### src/hw/rtl/ybr_pkg.sv
`timescale 1ns / 1ps
// ----------------------------------------------------------------------------
// YMODEM block receiver package
// Shared widths, framing codes, state and class types, and the CRC-16 step.
// ----------------------------------------------------------------------------
package ybr_pkg;

   localparam int unsigned CFG_W       = 12;
   localparam int unsigned CNT_W       = 11;
   localparam int unsigned TICK_W      = 12;
   localparam int unsigned CRC_W       = 16;
   localparam int unsigned BYTE_W      = 8;
   localparam int unsigned CSR_IDX_W   = 1;
   localparam int unsigned RSP_DATA_W  = 32;
   localparam int unsigned REQ_DATA_W  = 8;

   localparam int unsigned QUEUE_DEPTH = 4;
   localparam int unsigned QUEUE_PTR_W = $clog2(QUEUE_DEPTH);
   localparam int unsigned QUEUE_CNT_W = $clog2(QUEUE_DEPTH + 1);

   localparam logic [BYTE_W-1:0] HDR_SOH    = 8'h01;
   localparam logic [BYTE_W-1:0] HDR_STX    = 8'h02;
   localparam logic [BYTE_W-1:0] HDR_EOT    = 8'h04;
   localparam logic [BYTE_W-1:0] HDR_CAN    = 8'h18;
   localparam logic [BYTE_W-1:0] COMP_MATCH = 8'hFF;

   localparam logic [CRC_W-1:0]  CRC_POLY   = 16'h1021;
   localparam logic [CNT_W-1:0]  SHORT_LEN  = 11'd128;
   localparam logic [CNT_W-1:0]  LONG_LEN   = 11'd1024;
   localparam logic [TICK_W-1:0] TICK_MAX   = 12'hFFF;

   localparam logic [CFG_W-1:0]  HDR_TIMEOUT_RST  = 12'd1500;
   localparam logic [CFG_W-1:0]  BYTE_TIMEOUT_RST = 12'd500;

   localparam logic [CSR_IDX_W-1:0] CSR_HDR_TIMEOUT  = 1'b0;
   localparam logic [CSR_IDX_W-1:0] CSR_BYTE_TIMEOUT = 1'b1;

   typedef enum logic [0:0] {
      OP_BYTE,
      OP_TICK
   } op_type;

   typedef enum logic [2:0] {
      CLS_OTHER,
      CLS_SOH,
      CLS_STX,
      CLS_EOT,
      CLS_CAN
   } byte_class_type;

   typedef enum logic [0:0] {
      KIND_PAYLOAD,
      KIND_VERDICT
   } kind_type;

   typedef enum logic [1:0] {
      VERDICT_GOOD,
      VERDICT_END,
      VERDICT_ERROR,
      VERDICT_CANCEL
   } verdict_type;

   typedef enum logic [2:0] {
      PH_HEADER,
      PH_CAN2,
      PH_NUM,
      PH_COMP,
      PH_DATA,
      PH_CRCH,
      PH_CRCL
   } phase_type;

   typedef struct packed {
      op_type              op;
      logic [BYTE_W-1:0]   data;
      byte_class_type      cls;
   } queue_entry_type;

   // Result fields in tdata order, payload in the lowest bits.
   typedef struct packed {
      logic [BYTE_W-1:0]   block_number;
      logic [CNT_W-1:0]    block_size;
      verdict_type         verdict;
      logic [BYTE_W-1:0]   payload;
   } result_data_type;

   localparam int unsigned RSP_PAD_W = RSP_DATA_W - $bits(result_data_type);

   // One byte of CRC-16/XMODEM, MSB first.
   function automatic logic [CRC_W-1:0] crc_byte(input logic [CRC_W-1:0] crc,
                                                 input logic [BYTE_W-1:0] b);
      logic [CRC_W-1:0] c;
      c = crc ^ {b, 8'h00};
      for (int i = 0; i < 8; i++) begin
         if (c[CRC_W-1]) begin
            c = {c[CRC_W-2:0], 1'b0} ^ CRC_POLY;
         end else begin
            c = {c[CRC_W-2:0], 1'b0};
         end
      end
      return c;
   endfunction

endpackage

### src/hw/rtl/ybr_front.sv
`timescale 1ns / 1ps
// ----------------------------------------------------------------------------
// YMODEM block receiver front end
// Tags each incoming request with its operation and a framing byte class.
// ----------------------------------------------------------------------------
module ybr_front (
   input  logic                                req_op,
   input  logic [ybr_pkg::BYTE_W-1:0]          req_byte,
   output ybr_pkg::queue_entry_type            entry
);

   ybr_pkg::byte_class_type cls;

   always_comb begin
      unique case (req_byte)
         ybr_pkg::HDR_SOH: cls = ybr_pkg::CLS_SOH;
         ybr_pkg::HDR_STX: cls = ybr_pkg::CLS_STX;
         ybr_pkg::HDR_EOT: cls = ybr_pkg::CLS_EOT;
         ybr_pkg::HDR_CAN: cls = ybr_pkg::CLS_CAN;
         default:          cls = ybr_pkg::CLS_OTHER;
      endcase
   end

   assign entry.op   = ybr_pkg::op_type'(req_op);
   assign entry.data = req_byte;
   assign entry.cls  = cls;

endmodule

### src/hw/rtl/ybr_queue.sv
`timescale 1ns / 1ps
// ----------------------------------------------------------------------------
// YMODEM block receiver request queue
// Short FIFO that decouples the classifier from the deframing engine.
// ----------------------------------------------------------------------------
module ybr_queue (
   input  logic                       clock,
   input  logic                       reset,
   input  logic                       push_valid,
   output logic                       push_ready,
   input  ybr_pkg::queue_entry_type   push_entry,
   output logic                       pop_valid,
   input  logic                       pop_ready,
   output ybr_pkg::queue_entry_type   pop_entry
);

   ybr_pkg::queue_entry_type            entries_ff [ybr_pkg::QUEUE_DEPTH];
   logic [ybr_pkg::QUEUE_PTR_W-1:0]     wr_ptr_ff, wr_ptr_in;
   logic [ybr_pkg::QUEUE_PTR_W-1:0]     rd_ptr_ff, rd_ptr_in;
   logic [ybr_pkg::QUEUE_CNT_W-1:0]     count_ff, count_in;
   logic                                push, pop;

   assign push_ready = (count_ff != ybr_pkg::QUEUE_CNT_W'(ybr_pkg::QUEUE_DEPTH));
   assign pop_valid  = (count_ff != '0);
   assign pop_entry  = entries_ff[rd_ptr_ff];

   assign push = push_valid && push_ready;
   assign pop  = pop_valid && pop_ready;

   always_comb begin
      wr_ptr_in = push ? wr_ptr_ff + ybr_pkg::QUEUE_PTR_W'(1) : wr_ptr_ff;
      rd_ptr_in = pop  ? rd_ptr_ff + ybr_pkg::QUEUE_PTR_W'(1) : rd_ptr_ff;
      count_in  = count_ff;
      if (push && !pop) begin
         count_in = count_ff + ybr_pkg::QUEUE_CNT_W'(1);
      end else if (pop && !push) begin
         count_in = count_ff - ybr_pkg::QUEUE_CNT_W'(1);
      end
   end

   always_ff @(posedge clock) begin
      if (reset) begin
         wr_ptr_ff <= '0;
         rd_ptr_ff <= '0;
         count_ff  <= '0;
      end else begin
         wr_ptr_ff <= wr_ptr_in;
         rd_ptr_ff <= rd_ptr_in;
         count_ff  <= count_in;
      end
   end

   always_ff @(posedge clock) begin
      if (push) begin
         entries_ff[wr_ptr_ff] <= push_entry;
      end
   end

endmodule

### src/hw/rtl/ybr_back.sv
`timescale 1ns / 1ps
// ----------------------------------------------------------------------------
// YMODEM block receiver deframing engine
// Runs the block state machine, CRC and timeouts, and holds the result register.
// ----------------------------------------------------------------------------
module ybr_back (
   input  logic                                 clock,
   input  logic                                 reset,
   input  logic                                 csr_we,
   input  logic [ybr_pkg::CSR_IDX_W-1:0]        csr_index,
   input  logic [ybr_pkg::CFG_W-1:0]            csr_wdata,
   input  logic                                 entry_valid,
   output logic                                 entry_ready,
   input  ybr_pkg::queue_entry_type             entry,
   output logic                                 rsp_tvalid,
   input  logic                                 rsp_tready,
   output logic                                 rsp_kind,
   output ybr_pkg::result_data_type             rsp_data
);

   logic [ybr_pkg::CFG_W-1:0]    hdr_timeout_ff, byte_timeout_ff;
   ybr_pkg::phase_type           phase_ff, phase_in;
   logic [ybr_pkg::CNT_W-1:0]    byte_count_ff, byte_count_in;
   logic [ybr_pkg::CRC_W-1:0]    crc_ff, crc_in;
   logic [ybr_pkg::BYTE_W-1:0]   crc_high_ff, crc_high_in;
   logic [ybr_pkg::BYTE_W-1:0]   held_number_ff, held_number_in;
   logic                         long_block_ff, long_block_in;
   logic [ybr_pkg::TICK_W-1:0]   tick_ff, tick_in;

   logic                         rsp_valid_ff, rsp_valid_in;
   logic                         rsp_kind_ff, rsp_kind_in;
   ybr_pkg::result_data_type     rsp_data_ff, rsp_data_in;

   logic                         out_free, take, res_valid, go_header;
   logic [ybr_pkg::CNT_W-1:0]    count_inc, block_len;
   logic [ybr_pkg::TICK_W-1:0]   tick_sat;
   logic [ybr_pkg::CFG_W-1:0]    limit;
   logic                         tick_fire, comp_ok, last_data, crc_ok;
   ybr_pkg::kind_type            res_kind;
   ybr_pkg::result_data_type     res_data;

   assign out_free    = !rsp_valid_ff || rsp_tready;
   assign entry_ready = out_free;
   assign take        = entry_valid && out_free;

   assign count_inc = byte_count_ff + ybr_pkg::CNT_W'(1);
   assign block_len = long_block_ff ? ybr_pkg::LONG_LEN : ybr_pkg::SHORT_LEN;
   assign last_data = (count_inc >= block_len);
   assign tick_sat  = (tick_ff == ybr_pkg::TICK_MAX) ? tick_ff
                                                      : tick_ff + ybr_pkg::TICK_W'(1);
   assign limit     = (phase_ff == ybr_pkg::PH_HEADER) ? hdr_timeout_ff : byte_timeout_ff;
   assign tick_fire = (tick_sat >= limit);
   assign comp_ok   = ((held_number_ff ^ entry.data) == ybr_pkg::COMP_MATCH);
   assign crc_ok    = ({crc_high_ff, entry.data} == crc_ff);

   // Next phase.
   always_comb begin
      phase_in = phase_ff;
      if (take) begin
         if (entry.op == ybr_pkg::OP_TICK) begin
            if (tick_fire) begin
               phase_in = ybr_pkg::PH_HEADER;
            end
         end else begin
            unique case (phase_ff)
               ybr_pkg::PH_HEADER: begin
                  unique case (entry.cls) inside
                     ybr_pkg::CLS_CAN:                  phase_in = ybr_pkg::PH_CAN2;
                     ybr_pkg::CLS_SOH, ybr_pkg::CLS_STX: phase_in = ybr_pkg::PH_NUM;
                     default:                           phase_in = ybr_pkg::PH_HEADER;
                  endcase
               end
               ybr_pkg::PH_CAN2: phase_in = ybr_pkg::PH_HEADER;
               ybr_pkg::PH_NUM:  phase_in = ybr_pkg::PH_COMP;
               ybr_pkg::PH_COMP: phase_in = comp_ok ? ybr_pkg::PH_DATA : ybr_pkg::PH_HEADER;
               ybr_pkg::PH_DATA: phase_in = last_data ? ybr_pkg::PH_CRCH : ybr_pkg::PH_DATA;
               ybr_pkg::PH_CRCH: phase_in = ybr_pkg::PH_CRCL;
               ybr_pkg::PH_CRCL: phase_in = ybr_pkg::PH_HEADER;
               default:          phase_in = ybr_pkg::PH_HEADER;
            endcase
         end
      end
   end

   // Datapath and result for the entry being processed.
   always_comb begin
      byte_count_in  = byte_count_ff;
      crc_in         = crc_ff;
      crc_high_in    = crc_high_ff;
      held_number_in = held_number_ff;
      long_block_in  = long_block_ff;
      tick_in        = tick_ff;
      res_valid      = 1'b0;
      res_kind       = ybr_pkg::KIND_VERDICT;
      res_data       = '0;
      go_header      = 1'b0;

      if (take) begin
         if (entry.op == ybr_pkg::OP_TICK) begin
            tick_in = tick_sat;
            if (tick_fire) begin
               res_valid        = 1'b1;
               res_data.verdict = ybr_pkg::VERDICT_ERROR;
               go_header        = 1'b1;
            end
         end else begin
            tick_in = '0;
            unique case (phase_ff)
               ybr_pkg::PH_HEADER: begin
                  unique case (entry.cls) inside
                     ybr_pkg::CLS_EOT: begin
                        res_valid        = 1'b1;
                        res_data.verdict = ybr_pkg::VERDICT_END;
                        go_header        = 1'b1;
                     end
                     ybr_pkg::CLS_CAN: begin
                     end
                     ybr_pkg::CLS_SOH, ybr_pkg::CLS_STX: begin
                        long_block_in = (entry.cls == ybr_pkg::CLS_STX);
                        byte_count_in = '0;
                        crc_in        = '0;
                     end
                     default: begin
                        res_valid        = 1'b1;
                        res_data.verdict = ybr_pkg::VERDICT_ERROR;
                        go_header        = 1'b1;
                     end
                  endcase
               end
               ybr_pkg::PH_CAN2: begin
                  res_valid        = 1'b1;
                  res_data.verdict = (entry.cls == ybr_pkg::CLS_CAN) ? ybr_pkg::VERDICT_CANCEL
                                                                     : ybr_pkg::VERDICT_ERROR;
                  go_header        = 1'b1;
               end
               ybr_pkg::PH_NUM: begin
                  held_number_in = entry.data;
               end
               ybr_pkg::PH_COMP: begin
                  if (comp_ok) begin
                     byte_count_in = '0;
                  end else begin
                     res_valid        = 1'b1;
                     res_data.verdict = ybr_pkg::VERDICT_ERROR;
                     go_header        = 1'b1;
                  end
               end
               ybr_pkg::PH_DATA: begin
                  crc_in           = ybr_pkg::crc_byte(crc_ff, entry.data);
                  byte_count_in    = count_inc;
                  res_valid        = 1'b1;
                  res_kind         = ybr_pkg::KIND_PAYLOAD;
                  res_data.payload = entry.data;
               end
               ybr_pkg::PH_CRCH: begin
                  crc_high_in = entry.data;
               end
               ybr_pkg::PH_CRCL: begin
                  res_valid = 1'b1;
                  if (crc_ok) begin
                     res_data.verdict      = ybr_pkg::VERDICT_GOOD;
                     res_data.block_size   = block_len;
                     res_data.block_number = held_number_ff;
                  end else begin
                     res_data.verdict = ybr_pkg::VERDICT_ERROR;
                  end
                  go_header = 1'b1;
               end
               default: begin
                  go_header = 1'b1;
               end
            endcase
         end
      end

      // Every verdict returns the block to waiting for a header.
      if (go_header) begin
         byte_count_in = '0;
         crc_in        = '0;
         crc_high_in   = '0;
         tick_in       = '0;
      end
   end

   always_comb begin
      rsp_valid_in = rsp_valid_ff;
      rsp_kind_in  = rsp_kind_ff;
      rsp_data_in  = rsp_data_ff;
      if (out_free) begin
         rsp_valid_in = take && res_valid;
         rsp_kind_in  = res_kind;
         rsp_data_in  = res_data;
      end
   end

   always_ff @(posedge clock) begin
      if (reset) begin
         hdr_timeout_ff  <= ybr_pkg::HDR_TIMEOUT_RST;
         byte_timeout_ff <= ybr_pkg::BYTE_TIMEOUT_RST;
         phase_ff        <= ybr_pkg::PH_HEADER;
         byte_count_ff   <= '0;
         crc_ff          <= '0;
         crc_high_ff     <= '0;
         held_number_ff  <= '0;
         long_block_ff   <= 1'b0;
         tick_ff         <= '0;
         rsp_valid_ff    <= 1'b0;
      end else begin
         if (csr_we && (csr_index == ybr_pkg::CSR_HDR_TIMEOUT)) begin
            hdr_timeout_ff <= csr_wdata;
         end
         if (csr_we && (csr_index == ybr_pkg::CSR_BYTE_TIMEOUT)) begin
            byte_timeout_ff <= csr_wdata;
         end
         phase_ff       <= phase_in;
         byte_count_ff  <= byte_count_in;
         crc_ff         <= crc_in;
         crc_high_ff    <= crc_high_in;
         held_number_ff <= held_number_in;
         long_block_ff  <= long_block_in;
         tick_ff        <= tick_in;
         rsp_valid_ff   <= rsp_valid_in;
      end
   end

   always_ff @(posedge clock) begin
      rsp_kind_ff <= rsp_kind_in;
      rsp_data_ff <= rsp_data_in;
   end

   assign rsp_tvalid = rsp_valid_ff;
   assign rsp_kind   = rsp_kind_ff;
   assign rsp_data   = rsp_data_ff;

endmodule

### src/hw/rtl/ymodem_block_receiver_top.sv
`timescale 1ns / 1ps
// ----------------------------------------------------------------------------
// YMODEM block receiver
// Deframes SOH/STX blocks with CRC-16, streaming payload bytes and verdicts.
// ----------------------------------------------------------------------------
// Path: a request is written into the queue, taken from it by the deframing
// engine, and its result is captured in the result register.
// Throughput: one request per cycle unless the result port stalls, set by the
// deframing engine and unrolled byte-wide CRC; a four-entry queue absorbs stalls.
// Reset: synchronous; clears the queue and result register, returns to waiting
// for a header and loads timeouts of 1500 and 500 ticks. No clearing pass.
// ----------------------------------------------------------------------------
module ymodem_block_receiver_top (
   input  logic                                 clock,
   input  logic                                 reset,
   input  logic                                 req_tvalid,
   output logic                                 req_tready,
   input  logic [ybr_pkg::REQ_DATA_W-1:0]       req_tdata,   // [7:0] rx_byte
   input  logic                                 req_tuser,   // [0] op
   output logic                                 rsp_tvalid,
   input  logic                                 rsp_tready,
   output logic [ybr_pkg::RSP_DATA_W-1:0]       rsp_tdata,   // [7:0] payload, [9:8] verdict,
                                                             // [20:10] block_size,
                                                             // [28:21] block_number
   output logic                                 rsp_tuser,   // [0] kind
   input  logic                                 csr_we,
   input  logic [ybr_pkg::CSR_IDX_W-1:0]        csr_index,
   input  logic [ybr_pkg::CFG_W-1:0]            csr_wdata
);

   ybr_pkg::queue_entry_type   front_entry;
   ybr_pkg::queue_entry_type   back_entry;
   logic                       back_valid, back_ready;
   ybr_pkg::result_data_type   rsp_data;

   ybr_front u_front (
      .req_op   (req_tuser),
      .req_byte (req_tdata),
      .entry    (front_entry)
   );

   ybr_queue u_queue (
      .clock      (clock),
      .reset      (reset),
      .push_valid (req_tvalid),
      .push_ready (req_tready),
      .push_entry (front_entry),
      .pop_valid  (back_valid),
      .pop_ready  (back_ready),
      .pop_entry  (back_entry)
   );

   ybr_back u_back (
      .clock       (clock),
      .reset       (reset),
      .csr_we      (csr_we),
      .csr_index   (csr_index),
      .csr_wdata   (csr_wdata),
      .entry_valid (back_valid),
      .entry_ready (back_ready),
      .entry       (back_entry),
      .rsp_tvalid  (rsp_tvalid),
      .rsp_tready  (rsp_tready),
      .rsp_kind    (rsp_tuser),
      .rsp_data    (rsp_data)
   );

   assign rsp_tdata = {{ybr_pkg::RSP_PAD_W{1'b0}}, rsp_data};

endmodule

### config.mk
export PLATFORM = sky130hd
export DESIGN_NAME = ymodem_block_receiver_top
export DESIGN_NICKNAME = d
export VERILOG_FILES = /design/src/hw/rtl/ybr_pkg.sv /design/src/hw/rtl/ybr_front.sv /design/src/hw/rtl/ybr_queue.sv /design/src/hw/rtl/ybr_back.sv /design/src/hw/rtl/ymodem_block_receiver_top.sv
export SDC_FILE = /design/constraint.sdc
export NUM_CORES = 1
export LEC_CHECK = 0
export BUFFER_PORTS_ARGS = -buffer_cell sky130_fd_sc_hd__buf_2
export CELL_PAD_IN_SITES_DETAIL_PLACEMENT = 1
export CELL_PAD_IN_SITES_GLOBAL_PLACEMENT = 1
export CORE_AREA = 2 2 128 130
export DETAILED_ROUTE_END_ITERATION = 16
export DIE_AREA = 0 0 130 132
export GPL_TIMING_DRIVEN = 1
export PLACE_DENSITY_LB_ADDON = 0.1
export SYNTH_ARGS = -nofsm -noshare
export SYNTH_HDL_FRONTEND = slang
export SYNTH_SLANG_ARGS = --single-unit
### constraint.sdc
create_clock -name clock -period 8.1 [get_ports clock]
set_input_delay 2.43 -clock clock [delete_from_list [all_inputs] [get_ports clock]]
set_output_delay 2.43 -clock clock [all_outputs]
set_load 0.05 [all_outputs]
# Yosys cells after proc, flatten, opt, wreduce, memory -nomap -nowiden
# Memories as Yosys holds them, arrays and structs flattened. A register that Yosys moved wholly into a read port is not among the register bits.
# Cells that the tools add are included.
# Widths: inputs -> output; s select.
# op_classes
reduce_logical	30
add_sub_neg	6
eq_ne	21
order_cmp	2
n_mux	68
bitwise_logic	16
# op_table
operator	n
$mux 16	22
$mux 13	8
$mux 12	3
$mux 11	3
$pmux 11 s3	1
$pmux 16 s2	1
$not 3->3	8
$eq 16x16->1	1
$xor 16x16->16	1
$mux 3	5
$pmux 3 s5	1
$add 12x1->12 const B	1
$eq 12x12->1 const B	1
$eq 3x2->1 const B	4
$eq 3x3->1 const B	4
$ge 12x12->1	1
$mux 1	12
$mux 2	6
$pmux 3 s4	1
$reduce_or 3->1	4
$add 11x1->11 const B	1
$ge 11x11->1	1
$eq 8x1->1 const B	1
$eq 8x2->1 const B	1
27 further kinds	51
# totals
ram_bits	48
mem_count	1
register_bits	121
output_inout_bits	35
# memory_table
name	words	word_bits	rd	rd_clocked_by_memory_dff	wr	line_no	rtl
u_queue.entries_ff	4	12	1	1	1	ybr_queue.sv:17	ybr_pkg::queue_entry_type entries_ff [ybr_pkg::QUEUE_DEPTH];

# Logic depth before layout (Yosys ltp)
# Gate-level depths: netlist of the first run.
# logic_depth
word_depth	39
ltp_mapped	17

# By module
# A second synthesis of the first run with hierarchy kept.
# hier_totals
hier_cells	747
hier_area_um2	7986.4
# modules_own_cells
module	instances	area_per_inst_um2	cells_per_inst	seq_area_each_um2
ybr_back	1	5600.4	616	2312.2
ybr_queue	1	2220.9	110	1621.6
ybr_front	1	138.9	17	0.0
ymodem_block_receiver_top	1	26.3	4	0.0

# Worst setup path before layout of the first run
# OpenSTA, ideal clock, no wires.
# synth_path
kind	input port to flip-flop
start	input rsp_tready
end	register u_back.crc_high_ff[2] in the netlist's numbering
required_time_ns	7.985
path_stages	8
n_path_buf	2
setup_time_ns	0.115
arrival_ns	4.697
setup_slack_ns	3.288
cell_sequence	nand2b_1 o31a_1 clkbuf_1 nand2_1 buf_2 nor2_1 mux2i_1 nor2_1
# synth_via
elab_chain_len	4
word_cells_on_any_way	5
cone_classes	mux: 1; reduce/logical: 4
# synth_rtl
element	line_no	rtl
from (decl)	ymodem_block_receiver_top.sv:21	input logic rsp_tready,
$logic_or 1x1->1 *	ybr_back.sv:42	assign out_free = !rsp_valid_ff || rsp_tready;
$logic_and 1x1->1 *	ybr_back.sv:44	assign take = entry_valid && out_free;
$mux 1	ybr_back.sv:98	if (take) begin
$reduce_or 2->1 (no source line)	--	
to (signal assigned)	ybr_back.sv:218	crc_high_ff <= crc_high_in;
to (decl)	ybr_back.sv:25	logic [ybr_pkg::BYTE_W-1:0] crc_high_ff, crc_high_in;
# Every way passes the cells marked *; elsewhere a longest branch is shown, timed or not.
# A chain may end at the register's enable or synchronous reset.

# Final worst setup path of the first run
# layout_path
start	input rsp_tready
end	register u_back.held_number_ff[1] in the netlist's numbering
# layout_via
elab_chain_len	3
# layout_rtl
element	line_no	rtl
$logic_or 1x1->1	ybr_back.sv:42	
named net back_ready	ymodem_block_receiver_top.sv:33	logic back_valid, back_ready;
$logic_and 1x1->1	ybr_back.sv:44	
$reduce_and 3->1 (no source line)	--	
to (signal assigned)	ybr_back.sv:219	held_number_ff <= held_number_in;
to (decl)	ybr_back.sv:26	logic [ybr_pkg::BYTE_W-1:0] held_number_ff, held_number_in;
# The timed path passes the listed nets, and every way through them passes these cells.

==> flow_summary.json, run 1 <==
{
  "drt_iter0_drc": 275,
  "p_seq_share_pct": 37.3,
  "port_buffers": 49,
  "synth_edf_count": 69,
  "setup_violations": 0,
  "grt_max_degree": 38,
  "pin_count": 62,
  "crit_cells": 8,
  "critical_path_class": "in -> reg",
  "p_int_uw": 1690,
  "mostFrequentLayoutCells": "dfxtp_1, nor2_1, nand2_1",
  "clock_sinks": 162,
  "period_share_pct": 60.6,
  "syn_area_sq_mm": 0.00785,
  "tightest_slew_ns": 1.13,
  "gr-usage-all-layers_pct": 23.3,
  "crit_path_start_kind": "input port",
  "hold_viol_final": 0,
  "grt_antenna_before_repair": 0,
  "fmax_ghz": 0.204,
  "cap_violations": 0,
  "start_util_pct": 49.9,
  "power.total_uw": 2730,
  "cts_tree": "done",
  "clk_path_buf_depth": 2,
  "syn2layout_area_growth_pct": 12.2,
  "synthTopCellsByArea": "edfxtp_1, dfxtp_1, mux2i_1, xnor2_1, nor2_1",
  "relSlewSlack_pct": 24.8,
  "layout_commonest_cell": "dfxtp_1",
  "ys.flop_type": "dfxtp_1",
  "grt_first_pass_wirelength_mm": 31.2,
  "period_minus_slack_ns": 4.91,
  "min_path_cells": 2,
  "cts_max_level": 4,
  "wl_per_cell_microns": 18.8,
  "die_area_sq_mm": 0.0172,
  "required_ns": 8.39,
  "cts_setup_buffers": 0,
  "arrival_ns": 5.19,
  "maxSlewViolCount": 0,
  "fp.dieH_microns": 132,
  "yosysWarnings": 0,
  "cp_top_family": "simple AND/OR/NAND/NOR gates",
  "p_leak_uw": 0.00346,
  "async_reset_ff_share_pct": 0,
  "cp_cell_sequence": "buf_2 -> nand2b_1 -> buf_4 -> o31a_1 -> nand2_1 -> nor4b_2 -> mux2i_1 -> nor2_1",
  "clkLatencyLatePin_ns": 0.43,
  "syn_area_per_cell_sq_um": 10.4,
  "vias": 5689,
  "row_count": 46,
  "fin_worst_skew_ns": 0.0146,
  "wl_mm": 19.0,
  "synth_top_cell_by_area": "edfxtp_1",
  "cp_max_fo": 24,
  "max_stage_delay_ns": 1.02,
  "rsz0062_at_grt": "no",
  "cp_slowest_cell": "nor4b_2",
  "synth-seq-cells": 162,
  "dp_hpwl_mm": 13.1,
  "postCtsHoldBufs": 0,
  "r2r_cells": 14,
  "place_ws_ns": 2.78,
  "ys_types": 56,
  "numCtsBuffers": 17,
  "p_comb_share_pct": 32.7,
  "power.density_mw_per_mm2": 310,
  "path_buf_inv": 2,
  "post_cts_resized": 0,
  "setup_tns_ns": 0,
  "yosysTopAreaCellShare_pct": 26.4,
  "status": "complete, no violations",
  "ant_nets": 0,
  "synth_seq_area_share_pct": 50.1,
  "coreArea_sq_mm": 0.0157,
  "drive_gt1_share_pct": 12.9,
  "switching_power_uw": 1040,
  "grt_pass1_vias": 5956,
  "post_dp_cell_area_sq_mm": 0.00820,
  "dr.pass1.iters": 4,
  "gp_congestion": 0.843,
  "crit_path_end_kind": "flip-flop",
  "p_clk_share_pct": 30.1,
  "finalInstanceArea_sq_mm": 0.00880,
  "hold_path.class": "reg -> reg",
  "antennaDiodeCount": 0,
  "synthCells": 753,
  "setup_ws_ns": 3.19,
  "swShare_pct": 38.1,
  "die_x_microns": 130,
  "nets": 836,
  "ir_worst_vdd_uv": 214,
  "fill_cells": 1737,
  "vias_per_cell": 5.60,
  "drc": 0,
  "cts-root-buf": "clkbuf_16",
  "clkTransAtPathRegs_ns": 0.07,
  "grt_overflow_total": 0
}
## power groups by stage
stage,registers (uW),clock network [uW],logic [uW]
global placement,1030,0,854
finish,1020,822,892
floorplan,1060,0,652
detailed placement,1040,0,882
global route,1030,873,972
CTS,1020,837,897
## cell families (layout without fill, tap and decap cells)
kind of cell / after synthesis / count (layout) / synth area share (%)
xor+xnor: 72 / 72 / 8.04
buf+inv: 62 / 97 / 4.05
flops: 162 / 162 / 50.1
simple gates: 266 / 266 / 15.9
fa+ha+maj: 23 / 23 / 3.76
mux: 57 / 57 / 8.60
other cells: 1 / 12 / 0.0478
compound gates: 110 / 110 / 9.41
## final cells by class
cell class	count	area, sq um	share of cell area [%]
sequential	162	3930	44.7
multi-input combinational	540	3670	41.7
clock buffer	17	425	4.83
timing repair buffer	54	283	3.21
tap	216	270	3.07
clock inverter	15	180	2.05
inverter	11	41.3	0.469
## per-stage QoR
step	hold WS, ns	instances	util [%]
finish	0.466	1015	56.0
global route	0.483	1015	56.0
CTS	0.466	1015	56.0
detailed placement	0.452	983	52.2
global placement	0.439	983	52.2
floorplan	0.433	764	-
## routing by layer
layer  vias up  part of all wire [%]  wire, microns  GRT usage, %
li1       2737                     -              -             -
met2       105                    50           9520          38.5
met1      2830                    46           8730          31.3
met3        17                   3.1            588          4.71
met5         -                     0              0             0
met4         0                   1.1            211          5.91
## worst paths after layout
kind / startpoint / to / slack [ns]
max: rsp_tready / u_back.held_number_ff[1] / 3.19
max reg2reg: u_back.tick_ff[0] / u_back.byte_count_ff[8] / 3.62
min: u_back.hdr_timeout_ff[0] / u_back.hdr_timeout_ff[0] / 0.47
min reg2reg: u_back.hdr_timeout_ff[0] / u_back.hdr_timeout_ff[0] / 0.47
## cells in the mapped netlist (2+ instances only)
library cell and number:
a21oi_1 34, o21a_1 2, ha_1 22, nand2_1 70, a221oi_1 2, or3_1 7, nand2b_1 6, a32oi_1 2
a311oi_1 5, xnor2_1 37, a31oi_1 8, nand3_1 31, nor4_1 7, clkbuf_1 26, edfxtp_1 69, a211o_1 3
buf_4 12, nor3b_1 2, nor2_1 82, buf_2 8, o31ai_1 2, buf_6 4, nand3b_1 3, mux2_2 3
mux2i_1 46, o21ai_0 16, nor2b_1 3, xor2_1 35, nor3_1 15, and2_1 18, mux4_2 8, inv_1 11
a211oi_1 2, a22oi_1 23, nand4_1 5, and3_1 12, dfxtp_1 93
## tightest hold or removal path: cells and delay by family, from the launching register on
| kind | cells | cell delay (ns) |
|---|---|---|
| flops | 1 | 0.32 |
| compound gates | 1 | 0.05 |
| simple gates | 1 | 0.05 |
## flip-flops by register name, indices dropped and copies added (netlist names), 3 cells and up, named ones only
signal and flops:
u_queue.count_ff 3, u_back.byte_timeout_ff 12, u_back.tick_ff 12, u_back.byte_count_ff 11
u_back.crc_high_ff 8, u_queue.entries_ff 48, u_back.rsp_data 20, u_back.held_number_ff 8
u_back.hdr_timeout_ff 12, u_back.phase_ff 3, u_back.crc_ff 16
No activity file was read; power rests on OpenSTA's default activity.
==> run 2, diff against run 1 <==
- CORE_AREA: 2 2 128 130 -> 2 2 131 133
- DIE_AREA: 0 0 130 132 -> 0 0 133 135
- clock period: 8.1 -> 4.67 ns (I/O delays scaled with it)
==> run 2 against run 1 <==
Net effect: clock skew is 0.0096 ns higher; count of clock-buffer cells in the layout stayed put; clock power is 67% higher; sequential share of layout area is 0.15 points lower; die area is 4.6% higher; largest power group unchanged; sequential power is 73% higher; wire length is 0.15% lower; critical path type is now reg -> reg; cell area is 0.33% higher; sequential cell count stayed put; via count is 0.16% higher; setup slack worse by 2.7 ns.
==> flow_summary.json, run 2 (synthesis results as in run 1) <==
{
  "status": "complete, no violations",
  "start_util_pct": 47.8,
  "dp.cells": 993,
  "crit_path_start_kind": "flip-flop",
  "wl_mm": 19.0,
  "die_x_microns": 133,
  "cts_setup_buffers": 0,
  "drc": 0,
  "dr_wl_met3_microns": 457,
  "swShare_pct": 38.4,
  "max_stage_delay_ns": 0.48,
  "critical_path_class": "reg -> reg",
  "relSlewSlack_pct": 33.2,
  "hold_path.class": "reg -> reg",
  "p_comb_share_pct": 33.4,
  "fin_worst_skew_ns": 0.0242,
  "fp.dieH_microns": 135,
  "layout_commonest_cell": "dfxtp_1",
  "pin_count": 62,
  "hp-start": "u_back.byte_timeout_ff[10]",
  "postCtsHoldBufs": 0,
  "power.density_mw_per_mm2": 531,
  "gp_congestion": 0.803,
  "finalNonFillerCells": 1025,
  "cap_violations": 0,
  "gr-usage-all-layers_pct": 22.1,
  "min_path_cells": 2,
  "tightest_slew_ns": 1.00,
  "switching_power_uw": 1800,
  "ir_worst_vdd_uv": 315,
  "rsz0062_at_grt": "no",
  "grt_antenna_before_repair": 0,
  "cts-root-buf": "clkbuf_16",
  "row_count": 47,
  "p_seq_share_pct": 37.4,
  "wl_met1_mm": 9.10,
  "nets": 842,
  "maxSlewViolCount": 0,
  "setup_tns_ns": 0,
  "ant_nets": 0,
  "cp_cell_sequence": "ha_1 -> nand2_1 -> nor3_1 -> nand3_1 -> xnor2_1 -> ha_1 -> nand2b_1 -> a2111o_1 -> a311oi_1 -> o311a_1 -> a211o_1 -> a2bb2oi_4 -> buf_4 -> a211oi_1",
  "grt_overflow_total": 0,
  "reg2reg_from": "u_back.tick_ff[0]",
  "clkTransAtPathRegs_ns": 0.07,
  "vias": 5698,
  "antennaDiodeCount": 0,
  "cp_max_fo": 13,
  "port_buffers": 49,
  "cts_max_level": 4,
  "period_minus_slack_ns": 4.21,
  "hold_viol_final": 0,
  "syn2layout_area_growth_pct": 12.6,
  "post_cts_resized": 0,
  "setup_violations": 0,
  "dr.pass1.iters": 4,
  "clkLatencyLatePin_ns": 0.44,
  "regMostFlops": "u_queue.entries_ff",
  "mostFrequentLayoutCells": "dfxtp_1, nor2_1, nand2_1",
  "drt_iter0_drc": 281,
  "numCtsBuffers": 17,
  "hold_ws_ns": 0.456,
  "met2_length_mm": 9.18,
  "arrival_ns": 4.54,
  "drive_gt1_share_pct": 13.5,
  "p_clk_share_pct": 29.2,
  "rr_endpoint": "u_back.tick_ff[7]",
  "p_int_uw": 2890,
  "die_area_sq_mm": 0.0180,
  "min_to": "u_back.byte_timeout_ff[10]",
  "cp_slowest_cell": "nor3_1",
  "grt_first_pass_wirelength_mm": 31.2,
  "regArea_sq_mm": 0.00393,
  "r2r_cells": 14,
  "critPathMostFrequentCell": "ha_1",
  "grt_max_degree": 34,
  "top_layer": "met4",
  "crit_path_end_kind": "flip-flop",
  "clk_path_buf_depth": 2,
  "clock_sinks": 162,
  "coreArea_sq_mm": 0.0164,
  "fill_cells": 1779,
  "required_ns": 5.01,
  "grt_pass1_vias": 5975,
  "p_leak_uw": 0.00348,
  "fmax_ghz": 0.238,
  "rrSetupSlack_ns": 0.46,
  "largest_reg_flops": 48,
  "period_share_pct": 90.1,
  "vias_per_cell": 5.56,
  "dp_hpwl_mm": 13.2,
  "multi_input_area_sq_mm": 0.00367,
  "wl_per_cell_microns": 18.6,
  "cts_tree": "done"
}
-- run 2: final cells by class --
| class | instances | area share, % |
|---|---|---|
| sequential | 162 | 44.5 |
| multi-input combinational | 540 | 41.5 |
| clock buffer | 17 | 4.82 |
| timing repair buffer | 60 | 3.71 |
| tap | 220 | 3.12 |
| clock inverter | 15 | 1.80 |
| inverter | 11 | 0.468 |
-- run 2: routing by layer --
layer,vias to the layer above,track usage (%)
met5,-,0
met4,0,7.11
met3,28,4.05
met2,79,36.6
met1,2853,29.5
li1,2738,-
-- run 2: per-stage QoR --
| step | utilization (%) | setup WS (ns) | power, uW | area (sq um) |
|---|---|---|---|---|
| floorplan | - | 0.887 | 2960 | 7890 |
| global placement | 50.3 | 0.758 | 3290 | 8250 |
| detailed placement | 50.3 | 0.586 | 3340 | 8250 |
| CTS | 53.8 | 0.494 | 4730 | 8830 |
| global route | 53.8 | 0.0933 | 4950 | 8830 |
| finish | 53.8 | 0.464 | 4690 | 8830 |
-- run 2: critical path: cells and delay by family, from the launching register on --
family / cells / cell delay, ns
AO/OA/AOI/OAI: 6 / 1.46
XOR/XNOR: 1 / 0.31
adder cells (fa/ha/maj): 2 / 0.53
buffers and inverters: 1 / 0.24
flip-flops: 1 / 0.43
AND/OR/NAND/NOR: 4 / 1.14
-- run 2: power by group through the flow --
stage          registers [uW]  logic [uW]  clock network (uW)
2_1_floorplan            1830        1130                   0
3_3_place_gp             1780        1510                   0
3_5_place_dp             1790        1550                   0
4_1_cts                  1760        1570                1400
5_1_grt                  1780        1710                1460
6_report                 1760        1570                1370
-- run 2: how the worst max path moves through the flow --
stage	from	end	slack, ns	cells past startpoint
after floorplan	rsp_tready	u_back.crc_high_ff[2]	0.89	8
after global placement	u_back.tick_ff[0]	u_back.crc_ff[1]	0.76	16
after detailed placement	u_back.tick_ff[0]	u_back.tick_ff[2]	0.59	14
after CTS	u_back.tick_ff[0]	u_back.crc_ff[0]	0.49	16
after global routing	u_back.tick_ff[0]	u_back.tick_ff[7]	0.09	14
final	u_back.tick_ff[0]	u_back.tick_ff[7]	0.46	14
